--- config.mk ---
export PLATFORM = sky130hd
export DESIGN_NAME = throttle_filter_scale_core
export DESIGN_NICKNAME = d
export VERILOG_FILES = /design/src/rtl/tfs_pkg.sv /design/src/rtl/throttle_filter_scale_core.sv /design/src/rtl/tfs_cfg.sv /design/src/rtl/tfs_div.sv /design/src/rtl/tfs_seq.sv
export SDC_FILE = /design/constraint.sdc
export NUM_CORES = 1
export LEC_CHECK = 0
export BUFFER_PORTS_ARGS = -buffer_cell sky130_fd_sc_hd__buf_2
export CAP_MARGIN = 10
export CORE_ASPECT_RATIO = 0.6
export CORE_MARGIN = 4
export CORE_UTILIZATION = 40
export DETAILED_ROUTE_END_ITERATION = 6
export GPL_ROUTABILITY_DRIVEN = 0
export PLACE_DENSITY = 0.56
export SLEW_MARGIN = 20
export SYNTH_ARGS = -nofsm -noshare
export SYNTH_HDL_FRONTEND = slang
export SYNTH_SLANG_ARGS = --single-unit
--- constraint.sdc ---
create_clock -name clk -period 8.5 [get_ports clk]
set_input_delay 0.85 -clock clk [delete_from_list [all_inputs] [get_ports clk]]
set_output_delay 0.85 -clock clk [all_outputs]
set_load 0.05 [all_outputs]
--- src/rtl/tfs_pkg.sv ---
`default_nettype none

package tfs_pkg;

	// Raw conversion code that flags a failed ADC read.
	localparam logic [15:0] ADC_INVALID      = 16'hFFFF;
	// Ceiling of the unsigned throttle level.
	localparam logic [15:0] LEVEL_SAT        = 16'hFFFF;
	// Limits of the signed torque reference, in two's complement.
	localparam logic [15:0] TORQUE_POS_LIMIT = 16'h7FFF;
	localparam logic [15:0] TORQUE_NEG_LIMIT = 16'h8000;

	// The shared divider yields a 16-bit quotient, one bit per step.
	localparam int unsigned DIV_STEPS = 16;
	localparam int unsigned DIV_CNT_W = $clog2(DIV_STEPS);

	localparam int unsigned CFG_IDX_W  = 3;
	localparam int unsigned CFG_DATA_W = 32;

	typedef enum logic [CFG_IDX_W-1:0] {
		REG_FILTER_BW     = 3'd0,
		REG_THR_OFFSET    = 3'd1,
		REG_THR_SLOPE     = 3'd2,
		REG_THR_DIVISOR   = 3'd3,
		REG_TQ_OFFSET     = 3'd4,
		REG_TQ_SLOPE      = 3'd5,
		REG_TQ_DIVISOR    = 3'd6,
		REG_DETECT_THRESH = 3'd7
	} reg_idx_t;

	typedef struct packed {
		logic [15:0] bw_rise;
		logic [15:0] bw_fall;
		logic [15:0] thr_offset;
		logic [14:0] thr_slope;
		logic [15:0] thr_divisor;
		logic [15:0] tq_offset;
		logic [15:0] tq_slope;     // two's complement
		logic [15:0] tq_divisor;
		logic [15:0] detect_thresh;
	} cfg_t;

	typedef struct packed {
		logic        start;
		logic [15:0] rem_init;
		logic [15:0] low_init;
	} div_req_t;

	typedef struct packed {
		logic        busy;
		logic        done;
		logic [15:0] quotient;
	} div_rsp_t;

	typedef struct packed {
		logic        pressed;
		logic [15:0] torque_reference;
		logic [15:0] throttle_level;
		logic [15:0] filtered_level;
	} result_t;

	// A divisor or bandwidth of zero behaves as one.
	function automatic logic [15:0] nonzero16(input logic [15:0] v);
		return (v == 16'd0) ? 16'd1 : v;
	endfunction

endpackage

`default_nettype wire

--- src/rtl/throttle_filter_scale_core.sv ---
`default_nettype none

// Throttle conditioning core. Each beat on the slave side carries one raw
// 16-bit throttle conversion; the core smooths it with an asymmetric
// first-order low-pass (rising or falling bandwidth, chosen by whether the
// sample is above the running average), then scales the offset-removed level
// into a throttle level saturated at 65535, a signed torque reference
// saturated to the 16-bit range, and a pressed flag. A sample of 0xFFFF is
// treated as a failed conversion and leaves the average untouched. One sample
// is processed at a time: a single 16x16 multiplier and a radix-2 divider
// that produces one quotient bit per cycle are shared by all three stages.
// A valid sample passes from acceptance through a multiply, a load and a
// division in each of the filter, throttle and torque stages, then a final
// state hands the result to the output register; the next sample is accepted
// in the cycle after the hand-over at the earliest. A throttle or torque whose
// quotient would reach 65536 saturates and skips its division; an invalid
// sample skips the filter stage entirely. The hand-over waits while the output
// register still holds a beat that the downstream side has not taken; otherwise
// the next sample can be accepted while the previous result still waits there.
// Configuration writes take effect at once and should only be issued while
// the core is idle.
module throttle_filter_scale_core (
	input  wire logic                                 clk,
	input  wire logic                                 arst_n,

	input  wire logic                                 s_tvalid,
	output logic                                      s_tready,
	input  wire logic [15:0]                          s_tdata,  // [15:0] adc_sample

	output logic                                      m_tvalid,
	input  wire logic                                 m_tready,
	// [15:0] filtered_level, [31:16] throttle_level, [47:32] torque_reference,
	// [48] pressed, [55:49] zero
	output logic [55:0]                               m_tdata,

	input  wire logic                                 cfg_wr_en,
	input  wire logic [tfs_pkg::CFG_IDX_W-1:0]        cfg_index,
	input  wire logic [tfs_pkg::CFG_DATA_W-1:0]       cfg_data
);

	tfs_pkg::cfg_t      cfg;
	tfs_pkg::div_req_t  div_req;
	tfs_pkg::div_rsp_t  div_rsp;
	tfs_pkg::result_t   res;
	logic [15:0]        div_divisor;
	logic               res_valid;
	logic               out_free;

	logic               out_valid_q;
	tfs_pkg::result_t   out_q;

	tfs_cfg u_cfg (
		.clk      (clk),
		.arst_n   (arst_n),
		.wr_en    (cfg_wr_en),
		.wr_index (cfg_index),
		.wr_data  (cfg_data),
		.cfg      (cfg)
	);

	tfs_div u_div (
		.clk     (clk),
		.arst_n  (arst_n),
		.req     (div_req),
		.divisor (div_divisor),
		.rsp     (div_rsp)
	);

	tfs_seq u_seq (
		.clk         (clk),
		.arst_n      (arst_n),
		.cfg         (cfg),
		.in_valid    (s_tvalid),
		.in_ready    (s_tready),
		.in_sample   (s_tdata),
		.div_req     (div_req),
		.div_divisor (div_divisor),
		.div_rsp     (div_rsp),
		.res_valid   (res_valid),
		.res         (res),
		.out_free    (out_free)
	);

	// The output register can take a new result when it is empty or its
	// current beat is being taken in this cycle.
	assign out_free = !out_valid_q || m_tready;

	always_ff @(posedge clk or negedge arst_n) begin
		if (!arst_n) begin
			out_valid_q <= 1'b0;
		end else if (res_valid && out_free) begin
			out_valid_q <= 1'b1;
		end else if (m_tready) begin
			out_valid_q <= 1'b0;
		end
	end

	always_ff @(posedge clk) begin
		if (res_valid && out_free) begin
			out_q <= res;
		end
	end

	assign m_tvalid = out_valid_q;
	assign m_tdata  = {7'd0, out_q.pressed, out_q.torque_reference,
		out_q.throttle_level, out_q.filtered_level};

endmodule

`default_nettype wire

--- src/rtl/tfs_cfg.sv ---
`default_nettype none

module tfs_cfg (
	input  wire logic                                 clk,
	input  wire logic                                 arst_n,
	input  wire logic                                 wr_en,
	input  wire logic [tfs_pkg::CFG_IDX_W-1:0]        wr_index,
	input  wire logic [tfs_pkg::CFG_DATA_W-1:0]       wr_data,
	output tfs_pkg::cfg_t                             cfg
);

	tfs_pkg::cfg_t cfg_q;

	always_ff @(posedge clk or negedge arst_n) begin
		if (!arst_n) begin
			cfg_q.bw_rise       <= 16'd16;
			cfg_q.bw_fall       <= 16'd16;
			cfg_q.thr_offset    <= 16'd0;
			cfg_q.thr_slope     <= 15'd1;
			cfg_q.thr_divisor   <= 16'd1;
			cfg_q.tq_offset     <= 16'd0;
			cfg_q.tq_slope      <= 16'd1;
			cfg_q.tq_divisor    <= 16'd1;
			cfg_q.detect_thresh <= 16'd0;
		end else if (wr_en) begin
			unique case (tfs_pkg::reg_idx_t'(wr_index))
				tfs_pkg::REG_FILTER_BW: begin
					cfg_q.bw_rise <= wr_data[15:0];
					cfg_q.bw_fall <= wr_data[31:16];
				end
				tfs_pkg::REG_THR_OFFSET:    cfg_q.thr_offset    <= wr_data[15:0];
				tfs_pkg::REG_THR_SLOPE:     cfg_q.thr_slope     <= wr_data[14:0];
				tfs_pkg::REG_THR_DIVISOR:   cfg_q.thr_divisor   <= wr_data[15:0];
				tfs_pkg::REG_TQ_OFFSET:     cfg_q.tq_offset     <= wr_data[15:0];
				tfs_pkg::REG_TQ_SLOPE:      cfg_q.tq_slope      <= wr_data[15:0];
				tfs_pkg::REG_TQ_DIVISOR:    cfg_q.tq_divisor    <= wr_data[15:0];
				tfs_pkg::REG_DETECT_THRESH: cfg_q.detect_thresh <= wr_data[15:0];
				default: ;
			endcase
		end
	end

	assign cfg = cfg_q;

endmodule

`default_nettype wire

--- src/rtl/tfs_div.sv ---
`default_nettype none

// Restoring divider, one quotient bit per cycle. The caller guarantees that the
// upper half of the dividend is below the divisor, so the quotient fits 16 bits.
module tfs_div (
	input  wire logic              clk,
	input  wire logic              arst_n,
	input  wire tfs_pkg::div_req_t req,
	input  wire logic [15:0]       divisor,
	output tfs_pkg::div_rsp_t      rsp
);

	logic                          busy_q;
	logic                          done_q;
	logic [tfs_pkg::DIV_CNT_W-1:0] cnt_q;
	logic [15:0]                   rem_q;
	logic [15:0]                   low_q;

	logic [16:0] trial;
	logic [16:0] diff;
	logic        fits;

	assign trial = {rem_q, low_q[15]};
	assign fits  = trial >= {1'b0, divisor};
	assign diff  = trial - {1'b0, divisor};

	always_ff @(posedge clk or negedge arst_n) begin
		if (!arst_n) begin
			busy_q <= 1'b0;
			done_q <= 1'b0;
			cnt_q  <= '0;
		end else if (req.start) begin
			busy_q <= 1'b1;
			done_q <= 1'b0;
			cnt_q  <= '0;
		end else if (busy_q) begin
			cnt_q <= cnt_q + 1'b1;
			if (cnt_q == tfs_pkg::DIV_CNT_W'(tfs_pkg::DIV_STEPS - 1)) begin
				busy_q <= 1'b0;
				done_q <= 1'b1;
			end
		end else begin
			done_q <= 1'b0;
		end
	end

	always_ff @(posedge clk) begin
		if (req.start) begin
			rem_q <= req.rem_init;
			low_q <= req.low_init;
		end else if (busy_q) begin
			rem_q <= fits ? diff[15:0] : trial[15:0];
			low_q <= {low_q[14:0], fits};
		end
	end

	assign rsp.busy     = busy_q;
	assign rsp.done     = done_q;
	assign rsp.quotient = low_q;

endmodule

`default_nettype wire

--- src/rtl/tfs_seq.sv ---
`default_nettype none

// Sequencer: walks one sample through filter (skipped for a failed conversion),
// throttle and torque stages, sharing one 16x16 multiplier and the external divider.
module tfs_seq (
	input  wire logic              clk,
	input  wire logic              arst_n,
	input  wire tfs_pkg::cfg_t     cfg,
	input  wire logic              in_valid,
	output logic                   in_ready,
	input  wire logic [15:0]       in_sample,
	output tfs_pkg::div_req_t      div_req,
	output logic [15:0]            div_divisor,
	input  wire tfs_pkg::div_rsp_t div_rsp,
	output logic                   res_valid,
	output tfs_pkg::result_t       res,
	input  wire logic              out_free
);

	typedef enum logic [3:0] {
		S_IDLE,
		S_F_MUL,
		S_F_LOAD,
		S_F_DIV,
		S_T_MUL,
		S_T_LOAD,
		S_T_DIV,
		S_Q_MUL,
		S_Q_LOAD,
		S_Q_DIV,
		S_FINISH
	} state_t;

	state_t      state_q;
	logic [15:0] avg_q;
	logic [15:0] sample_q;
	logic [31:0] prod_q;
	logic [15:0] divisor_q;
	logic [15:0] thr_q;
	logic [15:0] tq_q;
	logic        neg_q;

	logic [15:0] mul_a;
	logic [15:0] mul_b;
	logic [31:0] product;
	logic [15:0] bw_nz;
	logic [15:0] thr_level;
	logic [15:0] tq_level;
	logic [15:0] slope_mag;
	logic [31:0] acc;
	logic [31:0] load_word;
	logic        sat_hi;
	logic [15:0] q_neg;

	assign bw_nz = tfs_pkg::nonzero16((sample_q > avg_q) ? cfg.bw_rise : cfg.bw_fall);
	assign thr_level = (avg_q > cfg.thr_offset) ? (avg_q - cfg.thr_offset) : 16'd0;
	assign tq_level  = (thr_q > cfg.tq_offset) ? (thr_q - cfg.tq_offset) : 16'd0;
	assign slope_mag = cfg.tq_slope[15] ? (16'd0 - cfg.tq_slope) : cfg.tq_slope;

	always_comb begin
		mul_a = 16'd0;
		mul_b = 16'd0;
		case (state_q)
			S_F_MUL: begin
				mul_a = bw_nz - 16'd1;
				mul_b = avg_q;
			end
			S_T_MUL: begin
				mul_a = {1'b0, cfg.thr_slope};
				mul_b = thr_level;
			end
			S_Q_MUL: begin
				mul_a = slope_mag;
				mul_b = tq_level;
			end
			default: ;
		endcase
	end

	assign product = mul_a * mul_b;

	// The filter sum cannot overflow 32 bits and its upper half stays below bw.
	assign acc       = prod_q + {16'd0, sample_q};
	assign load_word = (state_q == S_F_LOAD) ? acc : prod_q;
	// A quotient of 65536 or more saturates the scaled output of that stage.
	assign sat_hi    = prod_q[31:16] >= divisor_q;
	assign q_neg     = 16'd0 - div_rsp.quotient;

	assign div_req.start = (state_q == S_F_LOAD)
		|| ((state_q == S_T_LOAD) && !sat_hi)
		|| ((state_q == S_Q_LOAD) && !sat_hi);
	assign div_req.rem_init = load_word[31:16];
	assign div_req.low_init = load_word[15:0];
	assign div_divisor      = divisor_q;

	always_ff @(posedge clk or negedge arst_n) begin
		if (!arst_n) begin
			state_q <= S_IDLE;
			avg_q   <= 16'd0;
		end else begin
			unique case (state_q)
				S_IDLE: begin
					if (in_valid) begin
						state_q <= (in_sample == tfs_pkg::ADC_INVALID)
							? S_T_MUL : S_F_MUL;
					end
				end
				S_F_MUL:  state_q <= S_F_LOAD;
				S_F_LOAD: state_q <= S_F_DIV;
				S_F_DIV: begin
					if (div_rsp.done) begin
						avg_q   <= div_rsp.quotient;
						state_q <= S_T_MUL;
					end
				end
				S_T_MUL:  state_q <= S_T_LOAD;
				S_T_LOAD: state_q <= sat_hi ? S_Q_MUL : S_T_DIV;
				S_T_DIV: begin
					if (div_rsp.done) begin
						state_q <= S_Q_MUL;
					end
				end
				S_Q_MUL:  state_q <= S_Q_LOAD;
				S_Q_LOAD: state_q <= sat_hi ? S_FINISH : S_Q_DIV;
				S_Q_DIV: begin
					if (div_rsp.done) begin
						state_q <= S_FINISH;
					end
				end
				S_FINISH: begin
					if (out_free) begin
						state_q <= S_IDLE;
					end
				end
				default: state_q <= S_IDLE;
			endcase
		end
	end

	always_ff @(posedge clk) begin
		case (state_q)
			S_IDLE: begin
				if (in_valid) begin
					sample_q <= in_sample;
				end
			end
			S_F_MUL: begin
				prod_q    <= product;
				divisor_q <= bw_nz;
			end
			S_T_MUL: begin
				prod_q    <= product;
				divisor_q <= tfs_pkg::nonzero16(cfg.thr_divisor);
			end
			S_T_LOAD: begin
				if (sat_hi) begin
					thr_q <= tfs_pkg::LEVEL_SAT;
				end
			end
			S_T_DIV: begin
				if (div_rsp.done) begin
					thr_q <= div_rsp.quotient;
				end
			end
			S_Q_MUL: begin
				prod_q    <= product;
				divisor_q <= tfs_pkg::nonzero16(cfg.tq_divisor);
				neg_q     <= cfg.tq_slope[15];
			end
			S_Q_LOAD: begin
				if (sat_hi) begin
					tq_q <= neg_q ? tfs_pkg::TORQUE_NEG_LIMIT
						: tfs_pkg::TORQUE_POS_LIMIT;
				end
			end
			S_Q_DIV: begin
				if (div_rsp.done) begin
					if (neg_q) begin
						tq_q <= (div_rsp.quotient > tfs_pkg::TORQUE_NEG_LIMIT)
							? tfs_pkg::TORQUE_NEG_LIMIT : q_neg;
					end else begin
						tq_q <= (div_rsp.quotient > tfs_pkg::TORQUE_POS_LIMIT)
							? tfs_pkg::TORQUE_POS_LIMIT : div_rsp.quotient;
					end
				end
			end
			default: ;
		endcase
	end

	assign in_ready = (state_q == S_IDLE);
	assign res_valid = (state_q == S_FINISH);
	assign res.filtered_level   = avg_q;
	assign res.throttle_level   = thr_q;
	assign res.torque_reference = tq_q;
	assign res.pressed          = thr_q > cfg.detect_thresh;

`ifndef SYNTH
	a_start_when_free: assert property (@(posedge clk) disable iff (!arst_n)
		div_req.start |-> !div_rsp.busy)
		else $error("divider started while still busy");

	a_avg_only_from_filter: assert property (@(posedge clk) disable iff (!arst_n)
		!$stable(avg_q) |-> $past(state_q == S_F_DIV) && $past(div_rsp.done))
		else $error("average changed outside the filter division");

	a_invalid_skips_filter: assert property (@(posedge clk) disable iff (!arst_n)
		(state_q == S_IDLE) && in_valid && (in_sample == tfs_pkg::ADC_INVALID)
		|=> (state_q == S_T_MUL))
		else $error("invalid sample entered the filter update");
`endif

endmodule

`default_nettype wire

=== Word level (Yosys, flattened, before mapping) ===
Index checks and enable logic that the tools add are counted.

* $mul: 1
* Reductions and logical operators: 32
* Add/subtract/negate cells: 8
* Equality and inequality tests: 27
* Muxes and demuxes: 45
* $lt $le $gt $ge: 8

{| class="wikitable"
|+ Operators by type and width
! cell !! number
|-
| two-way mux 16 bit || 20
|-
| case mux 16 bit (3 select lines) || 3
|-
| > comparator 16 bit || 4
|-
| case mux 16 bit (2 select lines) || 2
|-
| zero test 16 bit || 3
|-
| subtractor 16 bit || 3
|-
| case mux 4 bit (11 select lines) || 1
|-
| adder 32 x 16 -> 32 bit || 1
|-
| multiplier 16 x 16 -> 32 bit || 1
|-
| two-way mux 32 bit || 1
|-
| subtractor 1 x 16 -> 16 bit (first input constant) || 2
|-
| two-way mux 4 bit || 7
|-
| AND reduction 2 bit || 10
|-
| >= comparator 17 x 16 -> 1 bit || 1
|-
| equality test 16 bit (second input constant) || 1
|-
| equality test 4 x 3 -> 1 bit (second input constant) || 4
|-
| equality test 4 bit (second input constant) || 4
|-
| >= comparator 16 bit || 1
|-
| > comparator 16 x 15 -> 1 bit (second input constant) || 1
|-
| > comparator 16 bit (second input constant) || 1
|-
| subtractor 16 x 1 -> 16 bit (second input constant) || 1
|-
| equality test 3 bit (second input constant) || 4
|-
| two-way mux 1 bit || 9
|-
| equality test 4 x 2 -> 1 bit (second input constant) || 2
|-
| 19 further kinds || 34
|}

* Flip-flop bits (word level): 348
* Input port bits: 56
* Word-level logic and storage cells: 148
* Output and inout bits: 58

=== Logic depth before layout (Yosys ltp) ===
Gate-level depths: netlist (run 1).

* Depth in word-level cells: 7
* Gate-level depth with buffers: 42
* Gate-level depth less buffers: 40

=== Cells and area by module ===
A second synthesis (run 1) with hierarchy kept.

* Cells, all modules: 2,805
* Area total of the unflattened synthesis: 28,612.4 µm²

{| class="wikitable"
|+ By module, submodules not included
! module !! cells an instance !! times used !! area an instance (µm²) !! sequential area each (µm²)
|-
| tfs_seq || 2,163 || 1 || 18,808.0 || 3,413.3
|-
| tfs_cfg || 311 || 1 || 5,469.0 || 3,585.9
|-
| tfs_div || 270 || 1 || 2,753.9 || 1,111.1
|-
| throttle_filter_scale_core || 61 || 1 || 1,581.5 || 1,496.4
|}

=== Least setup slack after synthesis (run 1) ===
No wires, ideal clock.

* Kind: register to register
* Start: register u_seq.avg_q[9]
* End: register u_seq.prod_q[30] (data pin)
* Data required time: 8.235 ns
* Path slack: -0.889 ns
* Clock period less this slack: 9.389 ns
* Cell stages (with the launch flop): 36
* Buffers on the path: 2
* Arrival time: 9.124 ns
* Setup time: 0.265 ns
* Path through: dfrtp_1 -> inv_1 -> ha_1 -> nand4_1 -> or3_1 -> o221ai_1 -> clkbuf_1 -> a21o_1 -> a22oi_1 -> a211oi_1 -> ha_1 -> nand3b_1 -> mux2_2 -> nor3_2 -> mux2i_1 -> a21oi_1 -> fa_1 -> inv_1 -> fa_1 -> inv_1 -> fa_1 -> fa_1 -> fa_1 -> inv_1 -> fa_1 -> inv_1 -> ha_1 -> clkbuf_1 -> and4_1 -> a21o_1 -> o21a_1 -> a311oi_1 -> nor3_1 -> a211oi_1 -> a22oi_1 -> xor2_1

* Cells in the longest elaborated chain, start to end: 7
* Elaborated cells on any way between the ends: 11
* Those cells by class: 2 x add/sub; 1 x mul; 2 x order compare; 5 x mux; 1 x reduce/logical

{| class="wikitable"
|+ RTL lines
! what !! RTL line !! source
|-
| from (decl) || tfs_seq.sv:35 || <nowiki>logic [15:0] avg_q;</nowiki>
|-
| from (signal assigned) || tfs_seq.sv:112 || <nowiki>avg_q <= div_rsp.quotient;</nowiki>
|-
| > comparator 16 bit || tfs_seq.sv:55 || <nowiki>assign bw_nz = tfs_pkg::nonzero16((sample_q > avg_q) ? cfg.bw_rise : cfg.bw_fall);</nowiki>
|-
| two-way mux 16 bit || tfs_seq.sv:55 ||
|-
| zero test 16 bit || tfs_pkg.sv:64 || <nowiki>return (v == 16'd0) ? 16'd1 : v;</nowiki>
|-
| two-way mux 16 bit || tfs_pkg.sv:64 ||
|-
| subtractor 16 x 1 -> 16 bit || tfs_seq.sv:65 || <nowiki>mul_a = bw_nz - 16'd1;</nowiki>
|-
| case mux 16 bit (3 select lines) || tfs_seq.sv:63 || <nowiki>case (state_q)</nowiki>
|-
| multiplier 16 x 16 -> 32 bit (*) || tfs_seq.sv:80 || <nowiki>assign product = mul_a * mul_b;</nowiki>
|-
| net u_seq.product[30] || tfs_seq.sv:45 || <nowiki>logic [31:0] product;</nowiki>
|-
| to (signal assigned) || tfs_seq.sv:148 || <nowiki>prod_q <= product;</nowiki>
|-
| to (signal assigned) || tfs_seq.sv:152 || <nowiki>prod_q <= product;</nowiki>
|-
| to (signal assigned) || tfs_seq.sv:166 || <nowiki>prod_q <= product;</nowiki>
|-
| to (decl) || tfs_seq.sv:37 || <nowiki>logic [31:0] prod_q;</nowiki>
|}

The timed path passes the listed nets; every way through them passes the cells marked *.
A chain may end at the register's enable or synchronous reset.

=== Final worst setup path (run 1) ===
* Start: register u_seq.sample_q[10]
* End: register u_seq.prod_q[30] (data pin)

* Cells in the longest elaborated chain, start to end: 7

{| class="wikitable"
|+ RTL lines
! what !! RTL line !! source
|-
| from (decl) || tfs_seq.sv:36 || <nowiki>logic [15:0] sample_q;</nowiki>
|-
| from (signal assigned) || tfs_seq.sv:144 || <nowiki>sample_q <= in_sample;</nowiki>
|-
| > comparator 16 bit (*) || tfs_seq.sv:55 ||
|-
| two-way mux 16 bit (*) || tfs_seq.sv:55 ||
|-
| zero test 16 bit || tfs_pkg.sv:64 ||
|-
| two-way mux 16 bit (*) || tfs_pkg.sv:64 ||
|-
| subtractor 16 x 1 -> 16 bit (*) || tfs_seq.sv:65 ||
|-
| case mux 16 bit (3 select lines) (*) || tfs_seq.sv:63 ||
|-
| multiplier 16 x 16 -> 32 bit (*) || tfs_seq.sv:80 ||
|-
| net u_seq.product[30] || tfs_seq.sv:45 ||
|}

Marks and branches as above.

==> results of run 1 <==
[placed cells by master (no fill, tap or decap), types with 11 or more instances in the layout]
cell type    n
a211oi_1    22
a21o_1      51
a21oi_1    127
a21oi_2     14
a22oi_1     25
a31oi_1     13
and2_1      20
buf_2      105
buf_4      305
buf_6       21
clkbuf_16   37
dfrtp_1    164
edfxtp_1   178
fa_1       191
ha_1       203
ha_4        11
inv_1      342
inv_2       12
mux2_2     134
mux2i_1     31
nand2_1    188
nand2b_1    42
nand3_1     25
nand4_1     30
nor2_1     219
nor2b_1     25
nor3_1      32
nor4_1      17
o21a_1      24
o21ai_0     94
o21ai_1     20
o22ai_1     12
or3_1       30
xnor2_1     72
xor2_1      29
[layout make-up]
type / instances / area, um2
multi-input combinational: 1958 / 17200
inverter: 354 / 1330
sequential: 348 / 9610
clock inverter: 17 / 179
fill: 6314 / 34900
timing repair buffer: 436 / 3150
tap: 912 / 1140
clock buffer: 46 / 1020
[repair_timing]
item,4_1_cts,5_1_grt
cloned,0,0
hold buffers,0,0
resized for setup,71,35
endpoints found under the setup margin,20,22
buffers inserted,23,14
pin swaps,90,42
[worst register-to-register path: cells and delay by family, from the launching register on]
| kind | cells | cell delay, ns |
|---|---|---|
| adder cells (fa/ha/maj) | 9 | 3.78 |
| multiplexers | 2 | 0.63 |
| flip-flops | 1 | 0.44 |
| AO/OA/AOI/OAI | 13 | 2.47 |
| AND/OR/NAND/NOR | 4 | 0.46 |
| buffers and inverters | 9 | 0.95 |
| XOR/XNOR | 1 | 0.16 |
[registers in the layout, summed over array words and instances, names as in the netlist]
signal and flops:
u_div.rem_q 16, u_seq.neg_q 1, u_seq.thr_q 16, u_seq.prod_q 32, m_tvalid 1, u_seq.state_q 4
u_div.cnt_q 4, u_seq.sample_q 16, u_div.low_q 16, u_div.done_q 1, u_cfg.cfg 143, u_seq.tq_q 16
u_seq.div_divisor 16, u_div.busy_q 1, m_tdata 49, u_seq.avg_q 16
[worst max path at each step]
stage | start | end | slack (ns) | cells after the start
after floorplan | u_seq.avg_q[15] | u_seq.prod_q[30] | -0.26 | 35
after global placement | u_seq.avg_q[9] | u_seq.prod_q[30] | -0.61 | 39
after detailed placement | u_seq.sample_q[5] | u_seq.prod_q[31] | -0.86 | 38
after CTS | u_seq.sample_q[11] | u_seq.prod_q[31] | -0.59 | 35
after global routing | u_seq.sample_q[5] | u_seq.prod_q[30] | -1.05 | 37
final | u_seq.sample_q[10] | u_seq.prod_q[30] | -0.67 | 38
[cell usage after synthesis (8+ instances only)]
library cell and instances:
a21o_1 51, buf_2 8, a21oi_1 142, edfxtp_1 178, nand2_1 192, nor4_1 19, xor2_1 30, and2_1 20
dfrtp_1 164, xnor2_1 76, or3_1 32, mux2_2 137, o21ai_0 105, and3_1 11, fa_1 198, o21a_1 24
o21bai_1 10, inv_1 354, o21ai_1 18, and4_1 8, ha_1 220, nor2_1 226, or2_1 11, nand4_1 30
nand2b_1 42, a31oi_1 15, o31ai_1 11, mux2i_1 33, a22oi_1 27, clkbuf_1 86, nand3_1 28, o22ai_1 12
a211oi_1 26, a221o_1 8, nor3_1 41, or2_2 9, nor2b_1 26
[stage by stage]
stage	power [mW]	TNS, ns	utilization, %	setup WS, ns
floorplan	5.95	-0.673	-	-0.255
global placement	7.84	-5.23	46.3	-0.609
detailed placement	7.95	-8.62	46.3	-0.860
CTS	9.72	-4.15	48.7	-0.591
global route	10.5	-12.76	49.1	-1.05
finish	9.83	-6.07	49.1	-0.675
[logic make-up after synthesis]
| logic type | Yosys count |
|---|---|
| other | 1 |
| DFF | 348 |
| xor gates and xnor gates | 106 |
| buffers and inverters | 459 |
| muxes | 170 |
| AOI/OAI and AO/OA | 530 |
| adders and majority gates | 418 |
| and+or+nand+nor | 727 |
[layer usage]
| metal | vias to the layer above | track usage, % | routed length, um |
|---|---|---|---|
| met5 | - | 0 | 27 |
| met4 | 4 | 5.13 | 2010 |
| met3 | 136 | 8.38 | 11200 |
| met2 | 1066 | 33.0 | 34200 |
| met1 | 11200 | 38.9 | 44300 |
| li1 | 10300 | - | - |
[power by group through the flow]
stage               combinational [mW]  sequential (mW)  clock (mW)
detailed placement                5.04             2.91           0
CTS                               5.18             2.88        1.67
global placement                  4.95             2.90           0
floorplan                         3.21             2.75           0
finish                            5.31             2.89        1.64
global route                      5.81             2.94        1.74
==> impl_metrics.json, run 1 <==
{
  "synth_edf_count": 178,
  "numClockSinks": 348,
  "syn_area_um2": 27900,
  "final-hold-violation-count": 0,
  "dieArea_um2": 74100,
  "finalInstanceArea_um2": 33600,
  "clkTransAtPathRegs_ns": 0.06,
  "syn2layout_area_growth_pct": 20.7,
  "synth-xor-area-share_pct": 3.33,
  "first_global_vias": 22700,
  "placed_cell_area_um2": 31700,
  "dieWidth_um": 349,
  "ys_seq_area_share_pct": 34.5,
  "drt_iter0_markers": 2335,
  "cp_data_required_time_ns": 8.77,
  "worst-slew-pin-transition_ns": 1.19,
  "setup_ws_ns": -0.675,
  "clkPwrFrac_pct": 16.7,
  "grt_max_degree": 89,
  "rr_startpoint": "u_seq.sample_q[10]",
  "antenna_found_initial": 10,
  "power.switching_mw": 4.33,
  "via_per_inst": 5.59,
  "synthMuxAreaShare_pct": 6.72,
  "cts_buffers": 35,
  "p_comb_share_pct": 54.0,
  "htreeDepth": 2,
  "swShare_pct": 44.0,
  "timing.fmax_mhz": 109,
  "synth_cell_types": 81,
  "critPathSlowestCell": "fa_1",
  "leakagePower_nw": 15.0,
  "root_buffer": "clkbuf_16",
  "vias": 22800,
  "core-area_um2": 68500,
  "crit_fanout": 4,
  "finClkSkew_ns": 0.0193,
  "yosysTopAreaCellShare_pct": 19.2,
  "dp_hpwl_um": 74100,
  "drtAntennaViolNets": 0,
  "ys_warn_count": 0,
  "rsz0062_at_grt": "yes",
  "synthAdderAreaFrac_pct": 24.1,
  "instances_no_fill": 4071,
  "ios": 114,
  "finalSetupViolCount": 18,
  "path_buf_inv": 9,
  "r2r_slack_ns": -0.67,
  "cp.arrival_ns": 9.45,
  "routedWlPerCell_um": 22.5,
  "die_height_um": 212,
  "max_stage_delay_ns": 0.56,
  "grt_usage_pct": 24.9,
  "powerDensity_nw_per_um2": 292,
  "syn_area_per_cell_um2": 10.1,
  "whs_ns": 0.293,
  "violations": "setup timing",
  "intPower_mw": 5.50,
  "wirelength_um": 91700,
  "cts_tree": "built",
  "grt_overflow": 0,
  "synth-simple-area-share_pct": 12.6,
  "hold_class": "input port to asynchronous set/reset pin",
  "dr.pass1.iters": 7,
  "period_minus_slack_ns": 9.17,
  "r2r-end": "u_seq.prod_q[30]",
  "crit_top_cell": "fa_1",
  "grt_first_pass_wirelength_um": 140000,
  "synth_top_area_cell": "edfxtp_1",
  "cts_buffer_depth": 3,
  "rows": 74,
  "synth_cells": 2759,
  "endpoint_kind": "flop",
  "synthFlopType": "edfxtp_1",
  "async_flop_share_pct": 48.9,
  "relSlewSlack_pct": 19.9,
  "path_delay_family": "adder cells",
  "power_frac_seq_pct": 29.4,
  "drc": 0,
  "synth_top_family_by_area": "adder cells",
  "maxSlewViolCount": 0,
  "dp.cells": 3973,
  "maxCapViolCount": 0,
  "drive_gt1_share_pct": 24.6,
  "status": "finished, violations left",
  "antennaDiodeCount": 0,
  "crit_type": "flop to flop",
  "nNetsFinal": 3607,
  "peakVddDrop_mv": 0.169,
  "initial_core_util_pct": 40.7,
  "synth-seq-cells": 348,
  "cp-start-kind": "flop",
  "post-route-period-util_pct": 108,
  "synth_compound_area_share_pct": 12.4,
  "io_buffers": 106,
  "reg2reg_depth": 38,
  "synth_area_leaders": "edfxtp_1 (19%), dfrtp_1 (15%), fa_1 (14%)",
  "clk_latency_ns": 0.54
}
Power figures use the tool's default switching activity.
==> inputs of run 2 (changes only) <==
--- a/config.mk
+++ b/config.mk
@@ -5,14 +5,14 @@
 export SDC_FILE = /design/constraint.sdc
 export NUM_CORES = 1
 export LEC_CHECK = 0
-export BUFFER_PORTS_ARGS = -buffer_cell sky130_fd_sc_hd__buf_2
 export CAP_MARGIN = 10
 export CORE_ASPECT_RATIO = 0.6
 export CORE_MARGIN = 4
 export CORE_UTILIZATION = 40
 export DETAILED_ROUTE_END_ITERATION = 6
+export DONT_BUFFER_PORTS = 1
 export GPL_ROUTABILITY_DRIVEN = 0
-export PLACE_DENSITY = 0.56
+export PLACE_DENSITY = 0.54
 export SLEW_MARGIN = 20
 export SYNTH_ARGS = -nofsm -noshare
 export SYNTH_HDL_FRONTEND = slang
==> impl_metrics.json, run 2 (synthesized netlist as in run 1, its figures left out) <==
{
  "routedWlPerCell_um": 23.5,
  "path_buf_inv": 8,
  "die_height_um": 212,
  "met3_usage_pct": 7.84,
  "core-area_um2": 68500,
  "met1_usage_pct": 39.9,
  "drtAntennaViolNets": 0,
  "ios": 114,
  "rr_startpoint": "u_seq.sample_q[12]",
  "cp.depth": 36,
  "vias": 22500,
  "first_global_vias": 22200,
  "setup_ws_ns": -0.793,
  "hold_class": "input port to asynchronous set/reset pin",
  "grt_use_met2_pct": 33.9,
  "grt_overflow": 0,
  "drc": 0,
  "rows": 74,
  "timing.fmax_mhz": 108,
  "via_per_inst": 5.61,
  "endpoint_kind": "flop",
  "antennaDiodeCount": 0,
  "status": "finished, violations left",
  "rsz0062_at_grt": "yes",
  "grt_busiest_layer": "met1",
  "period_minus_slack_ns": 9.29,
  "crit_fanout": 7,
  "cts_tree": "built",
  "cp.arrival_ns": 9.58,
  "r2r_slack_ns": -0.79,
  "dp_hpwl_um": 74900,
  "whs_ns": 0.0376,
  "critPathSlowestCell": "fa_1",
  "syn2layout_area_growth_pct": 20.8,
  "crit_end": "u_seq.prod_q[30]",
  "crit_top_cell": "fa_1",
  "powerDensity_nw_per_um2": 298,
  "final_cell_mix": "buf_4 (345), inv_1 (334), nor2_1 (216)",
  "grt_first_pass_wirelength_um": 142000,
  "numClockSinks": 348,
  "cp_data_required_time_ns": 8.79,
  "drive_gt1_share_pct": 24.0,
  "worst-slew-pin-transition_ns": 1.20,
  "violations": "setup timing",
  "max_stage_delay_ns": 0.62,
  "nNetsFinal": 3543,
  "maxCapViolCount": 0,
  "drt_iter0_markers": 2283,
  "dieWidth_um": 349,
  "startpoint": "u_seq.sample_q[12]",
  "cts_buffer_depth": 3,
  "grt_usage_pct": 25.4,
  "relSlewSlack_pct": 19.8,
  "crit_type": "flop to flop",
  "grt_max_degree": 157,
  "reg2reg_depth": 36,
  "final-hold-violation-count": 0,
  "initial_core_util_pct": 40.7,
  "post-route-period-util_pct": 109,
  "dieArea_um2": 74100,
  "io_buffers": 0,
  "path_delay_family": "adder cells",
  "maxSlewViolCount": 0,
  "root_buffer": "clkbuf_16",
  "wirelength_um": 94200,
  "cts_buffers": 36,
  "finClkSkew_ns": 0.0317,
  "antenna_found_initial": 7,
  "cp-start-kind": "flop",
  "clk_latency_ns": 0.55,
  "power.total_mw": 10.0,
  "instances_no_fill": 4009,
  "peakVddDrop_mv": 0.164,
  "leakagePower_nw": 14.9,
  "finalSetupViolCount": 17,
  "largest_register_ffs": 143,
  "r2r-end": "u_seq.prod_q[30]",
  "dr.pass1.iters": 6,
  "dp.cells": 3895,
  "htreeDepth": 2,
  "clkTransAtPathRegs_ns": 0.07,
  "final_common_cell": "buf_4"
}
## run 2: cell types whose count changed in the layout (fill, tap and decap cells not counted), moves of 7 or more
cell,previous run,this run
buf_2,105,0
buf_4,305,345
buf_6,21,12
inv_1,342,334
inv_2,12,20
buf_12,5,12
ha_1,203,196
ha_4,11,18
## run 2: power breakdown
group / internal, mW / total, mW / switching, mW
Sequential: 2.42 / 2.96 / 0.541
Combinational: 2.23 / 5.41 / 3.19
Clock: 0.939 / 1.64 / 0.704
## run 2: what timing repair did
| item | in CTS | in global routing |
|---|---|---|
| endpoints found under the hold margin | 7 | 0 |
| gates resized for setup | 63 | 69 |
| setup endpoints to repair | 20 | 21 |
| hold buffers | 2 | 0 |
| gates cloned | 0 | 0 |
| setup buffers | 31 | 15 |
| pin swaps | 50 | 99 |
## run 2: cell type report
cell class              instances  area (um2)
multi-input cells            1958       17400
repair buffers                371        2990
fillers                      6273       34900
well taps                     912        1140
flip-flops and latches        348        9610
inverters                     354        1330
clock inverters                19         175
clock buffers                  47        1050
## run 2: layer usage
layer	wire (um)	vias to the layer above	part of all wire, %
met2	35600	1067	38
met4	2040	4	2.2
met1	45500	11100	48
met3	11000	136	12
li1	-	10200	-
met5	32	-	0.034
## run 2: through the flow
stage / TNS (ns) / setup slack, ns / utilization [%] / area (um2)
final: -6.92 / -0.793 / 49.1 / 33700
after global routing: -11.50 / -1.04 / 49.1 / 33700
after CTS: -6.02 / -0.676 / 48.5 / 33200
after detailed placement: -10.17 / -0.940 / 45.9 / 31500
after global placement: -7.30 / -0.738 / 45.9 / 31400
after floorplan: -0.673 / -0.255 / - / 28200
## run 2: worst min path at each step
stage / start / endpoint / slack, ns / depth (start not counted)
after detailed placement: u_seq.tq_q[4] / m_tdata[36] / 0.40 / 0
final: arst_n / u_seq.avg_q[8] / 0.04 / 0
after CTS: arst_n / u_seq.avg_q[8] / 0.004 / 0
after global placement: u_seq.tq_q[4] / m_tdata[36] / 0.40 / 0
after floorplan: u_seq.tq_q[0] / m_tdata[32] / 0.40 / 0
after global routing: arst_n / u_seq.avg_q[8] / 0.006 / 0
